$ cat config.mk
export PLATFORM = sky130hd
export DESIGN_NAME = psr_ring
export DESIGN_NICKNAME = d
export VERILOG_FILES = /design/src/sv/psr_pkg.sv /design/src/sv/psr_ring.sv
export SDC_FILE = /design/constraint.sdc
export NUM_CORES = 2
export LEC_CHECK = 0
export BUFFER_PORTS_ARGS = -buffer_cell sky130_fd_sc_hd__clkbuf_2
export CORE_MARGIN = 4
export CORE_UTILIZATION = 58
export DETAILED_ROUTE_END_ITERATION = 8
export GPL_ROUTABILITY_DRIVEN = 1
export PLACE_DENSITY = 0.82
export RECOVER_POWER = 50
export SLEW_MARGIN = 10
export SYNTH_ARGS = -nofsm -noshare
export SYNTH_HDL_FRONTEND = slang
export SYNTH_SLANG_ARGS = --single-unit
$ cat constraint.sdc
create_clock -name clk -period 2.29 [get_ports clk]
set_input_delay 0.229 -clock clk [delete_from_list [all_inputs] [get_ports clk]]
set_output_delay 0.229 -clock clk [all_outputs]
set_load 0.01 [all_outputs]
$ cat src/sv/psr_pkg.sv
// Shared types, constants and sine helper for the pitch shift resampler.
// No dependencies.
`timescale 1ns / 1ps

package psr_pkg;

  localparam int RING_DEPTH_DEF       = 256;
  localparam int SINE_TABLE_DEPTH_DEF = 256;

  localparam int CFG_DW = 16;

  localparam logic [8:0]  PITCH_FACTOR_RST  = 9'd384;
  localparam logic [15:0] VIBRATO_STEP_RST  = 16'd655;
  localparam logic [15:0] VIBRATO_DEPTH_RST = 16'd19661;
  localparam logic [9:0]  OUTPUT_GAIN_RST   = 10'd307;

  typedef enum logic [1:0] {
    REG_PITCH_FACTOR,
    REG_VIBRATO_STEP,
    REG_VIBRATO_DEPTH,
    REG_OUTPUT_GAIN
  } cfg_reg_t;

  typedef struct packed {
    logic [8:0]  pitch_factor;
    logic [15:0] vibrato_step;
    logic [15:0] vibrato_depth;
    logic [9:0]  output_gain;
  } psr_cfg_t;

  typedef struct packed {
    logic busy;
    logic done;
  } psr_pass_stat_t;

  typedef enum logic [1:0] {
    PASS_IDLE,
    PASS_ISSUE,
    PASS_DRAIN
  } pass_state_t;

  // Sine of a Q0.16 turn in Q1.15, odd polynomial on the folded quarter wave.
  function automatic logic signed [15:0] sine_of_turn(input logic [15:0] q);
    logic [31:0] x;
    logic [31:0] x2;
    logic [31:0] t;
    logic [31:0] p;
    logic signed [15:0] ys;
    p = {18'b0, q[13:0]};
    x = q[14] ? ((32'd16384 - p) << 1) : (p << 1);
    x2 = (x * x) >> 15;
    t = (x2 * 32'd2463) >> 15;
    t = 32'd21167 - t;
    t = (x2 * t) >> 15;
    t = 32'd51472 - t;
    t = (x * t) >> 15;
    if (t > 32'd32767) begin
      t = 32'd32767;
    end
    ys = signed'(t[15:0]);
    return q[15] ? -ys : ys;
  endfunction

endpackage

$ cat src/sv/psr_ring.sv
// Input sample ring: one write port and two registered read ports.
// Depends on psr_pkg for the default depth.
`timescale 1ns / 1ps

module psr_ring
  import psr_pkg::*;
#(
  parameter int RING_DEPTH = RING_DEPTH_DEF
) (
  input  logic                            clk,
  input  logic                            we,
  input  logic [$clog2(RING_DEPTH)-1:0]   waddr,
  input  logic signed [11:0]              wdata,
  input  logic [$clog2(RING_DEPTH)-1:0]   raddr_a,
  input  logic [$clog2(RING_DEPTH)-1:0]   raddr_b,
  output logic signed [11:0]              rdata_a,
  output logic signed [11:0]              rdata_b
);

  logic signed [11:0] mem [RING_DEPTH];

  always_ff @(posedge clk) begin
    if (we) begin
      mem[waddr] <= wdata;
    end
    rdata_a <= mem[raddr_a];
    rdata_b <= mem[raddr_b];
  end

endmodule

# [Word-level counts from Yosys, hierarchy flattened]
# Memories as Yosys holds them, arrays and structs flattened. A register that Yosys moved wholly into a read port is not among the register bits.
# Index checks and enable logic that the tools add are counted.
# W data, S select, Z words.
[totals] ff_bits=0 latch_bits=0 ramBits=3072 romBits=0 in_bits=38 memories=1
[op_classes] add_sub_neg=0 multipliers=0 div_mod_pow=0 magnitude_cmp=0 n_eq_ne=0 n_shift=0 mux=2 bitwise=0 reduce_logical=0
[mem_list] name="mem" depth=256 width=12 read_ports=2 rd_ports_with_merged_regs=2 write_ports=1 line="psr_ring.sv:20" source="logic signed [11:0] mem [RING_DEPTH];"
[ops] operator="$mux W1" count=2

# [Depth between registers and ports, before layout]
[logic_depth] depth_word=2 ltp_mapped=11 ltp_nobuf=7

# [Least setup slack after synthesis]
# OpenSTA, ideal clock, no wires.
[synth_path] path_kind="input-to-reg" from="input port waddr[3]" to="memory mem[235][0] (enable)" setup_time_ps=380 arrival_time_ps=1840 required_time_ps=1910 slack_ps=70 stages=6 cell_sequence="clkbuf_1 > nor2b_1 > clkbuf_1 > nand4_1 > clkbuf_1 > nor2_1"
[synth_rtl] element="from (decl)" line="psr_ring.sv:12" source="input logic [$clog2(RING_DEPTH)-1:0] waddr,"
[synth_rtl] element="to (decl)" line="psr_ring.sv:20"
# No word-level cell before the write port.

==> results.ini <==
[outcome]
status=finished, violations left
violations=capacitance limit, slew limit, setup timing

[detailed_routing]
first_pass_iters=8
remaining_drc_errors=0
dr_total_vias=92700
routedWlPerCell_um=40.7
dr.first_iter.drc_count=17500
wirelength_mm=486
postRouteAntennaNets=0
viasPerCell=7.76

[timing]
max_freq_ghz=0.396
setup_violations=699
finalHoldViolations=0
fin_crit_sh_pct=110
final.min_clock_period_ps=2520
skew_ps=88.4
rsz0062_at_grt=yes
finalWorstSetupSlack_ps=-234
worst_slew_pin_slew_ps=2940
slew_headroom_pct=-95.8
final_max_slew_viol_count=839

[synth]
yosysUniqueCellTypes=65
synthArstFlopShare_pct=0
synth_compound_area_share_pct=5.49
yosys_register_bits=3096
synth-simple-area-share_pct=2.18
synth-edff-count=3072
syn_inst=7316
synth_top_family_by_area=multiplexers
synth.avg_cell_area_um2=19.5
ys_warn_count=0
synthAdderAreaFrac_pct=0
synth_nets=7354
synth.area.mux_share_pct=24.7
synth_xor_area_share_pct=0
netlist_area_mm2=0.143
synthFlopType=edfxtp_1
ys_seq_area_share_pct=65.0

[worst_setup_path]
timing.setup.critical_path_class=input pin to flop
crit_chain=buf_2, buf_4, nor2b_4, buf_4, buf_12, a22oi_1, buf_4, a21oi_1, nor4_1, nor4_1
required_ps=3120
cp-end-kind=flop
critical_path.top_delay_family=buffers and inverters
critPathSlowestCell=a21oi_1
critPathMostFrequentCell=buf_4
worst-path-buf-inv=5
critPathMaxStageDelay_ps=560
crit_fanout=23
crit_path_start_kind=input pin
crit_arrival_ps=3360

[clocking]
clock_latency_ps=1000
clockBufferDepth=4
cts_root_buffer=clkbuf_16
clkSlewWorstSetupHoldPaths_ps=60
cts_made_buffers=328
cts_sinks=3096
cts_tree=yes
h-tree-depth=5

[job]
cap_violations=12

[hold_path]
min_path_type=input pin to flop

[die]
io_pins=62
die_area_mm2=0.254
coreArea_mm2=0.244
dieHeight_um=504
die_x_um=504
start_util_pct=58.5
fp-row-count=181

[cells_and_area]
area_growth_pct=17.5
nNetsFinal=8511
drive_gt1_share_pct=39.6
final_util_pct=68.7
num-fill-cells=14200

[place]
place_congestion=1.06
hpwl_mm=315
io_buffers=61

[global_route]
antenna_found_initial=34
grt_pass1_wl_mm=685
gr-total-overflow=0
grt_max_degree=109
grt_use_total_pct=37.8
grt_pass1_vias=92700

[power_and_ir_drop]
leakage_nw=54.8
p_per_area_mw_per_mm2=764
peakVddDrop_v=0.000826
power_w=0.128

[synthesized netlist by cell type, types with 11 or more instances]
library cell	count	area (um^2)
edfxtp_1	3072	92200
mux4_2	1379	31100
a22oi_1	441	3310
mux2i_1	398	3980
nor2_1	305	1140
a21oi_1	245	1230
clkbuf_1	225	845
buf_2	156	781
o22ai_1	154	963
nand2_1	129	484
buf_4	118	886
o221ai_1	92	806
nor4_1	80	500
buf_6	61	687
nor3_1	49	245
a211oi_1	46	345
nand3_1	32	160
a22o_1	28	245
o21ai_0	26	130
dfxtp_1	24	480
a31oi_1	23	144
buf_1	22	82.6
mux2_2	21	236
nor2b_1	20	125
buf_8	15	225
nand2b_1	13	81.3
buf_12	12	240
nand4_1	12	75.1
o211ai_1	12	90.1
o221ai_2	11	165
[final timing paths]
| path | start | endpoint | slack, ps | depth (start not counted) |
|---|---|---|---|---|
| min reg2reg | mem[61][7]$_DFFE_PP_ | rdata_a[7]$_DFF_P_ | 950 | 4 |
| min | waddr[3] | mem[191][5]$_DFFE_PP_ | 60 | 5 |
| max | raddr_a[2] | rdata_a[6]$_DFF_P_ | -230 | 10 |
| max reg2reg | mem[170][10]$_DFFE_PP_ | rdata_a[10]$_DFF_P_ | -140 | 8 |
[cells by family (layout without fill, tap and decap cells)]
family	Yosys count	after routing
other	0	30
and+or+nand+nor	678	678
buffers and inverters	616	2012
AOI/OAI and AO/OA	1128	1128
muxes	1798	1798
DFF	3096	3096
[layout by cell type, fill, tap and decap left out, types with 15 or more instances in the layout]
master and instances:
a21oi_1 212, nor3_2 24, dfxtp_1 24, nor4_1 48, clkbuf_1 87, clkbuf_2 73
o221ai_1 92, diode_2 30, o21ai_0 23, clkinv_2 40, edfxtp_1 3072, nand2_1 123
a22o_1 24, nand3_1 28, o22ai_1 146, dlygate4sd3_1 15, a31oi_1 23, nor2_1 299
a21oi_2 31, a211oi_1 42, bufinv_16 37, clkinv_1 71, a22oi_1 411, mux2i_1 397
a22oi_2 30, nor3_1 20, mux2_2 21, buf_12 185, nor4_2 28, mux4_2 1379
clkbuf_16 333, buf_4 1098
[worst register-to-register path: cells and delay by family (launching register included)]
kind,cells,cell delay (ps)
AOI/OAI and AO/OA,4,920
buffers and inverters,1,220
DFF,1,400
muxes,1,490
and+or+nand+nor,2,250
[report_power, final]
| part | switching [W] | total (W) | internal (W) |
|---|---|---|---|
| Sequential | 0.000263 | 0.0628 | 0.0625 |
| Combinational | 0.00731 | 0.0122 | 0.00494 |
| Clock | 0.0223 | 0.0531 | 0.0308 |
| Total | 0.0299 | 0.128 | 0.0983 |
[cell type report]
class / count / area, um^2 / share of cell area, %
Clock buffer: 394 / 8590 / 5.12
Tap cell: 3202 / 4010 / 2.39
Antenna cell: 30 / 75.1 / 0.0448
Inverter: 7 / 26.3 / 0.0157
Multi-Input combinational cell: 3604 / 47400 / 28.3
Sequential cell: 3096 / 92700 / 55.3
Clock inverter: 175 / 1860 / 1.11
Timing Repair Buffer: 1436 / 13000 / 7.75
[through the flow]
| step | cells | instance area, um^2 | setup TNS [ps] | worst slack [ps] | hold WS [ps] |
|---|---|---|---|---|---|
| finish | 11900 | 168000 | -46990 | -234 | 60.3 |
| global route | 11900 | 168000 | -47610 | -149 | 92.8 |
| CTS | 11900 | 167000 | -80.0 | -42.1 | 0.494 |
| detailed placement | 11300 | 156000 | -23540 | -1570 | 643 |
| global placement | 11300 | 156000 | -23640 | -1740 | 636 |
| floorplan | 7316 | 143000 | 0 | 69.5 | 328 |
[layer usage]
layer / global-route usage (%) / vias up / part of all wire, %
li1: - / 34200 / -
met1: 47.7 / 46800 / 30
met2: 56.2 / 9563 / 45
met3: 14.2 / 2095 / 17
met4: 23.2 / 22 / 8.3
met5: 0.0563 / - / 0.030
[sequential cells by signal (all words and copies together), names as in the netlist]
signal	flops
mem	3072
rdata_a	12
rdata_b	12
[repair_timing]
item | CTS | global route
gates resized for setup | 98 | 107
endpoints found under the setup margin | 23 | 23
hold buffers | 15 | 0
setup buffers | 8 | 4
gates cloned | 0 | 1
pin swaps | 16 | 29
hold endpoints to repair | 1222 | 0
No activity file was read; power rests on OpenSTA's default activity.
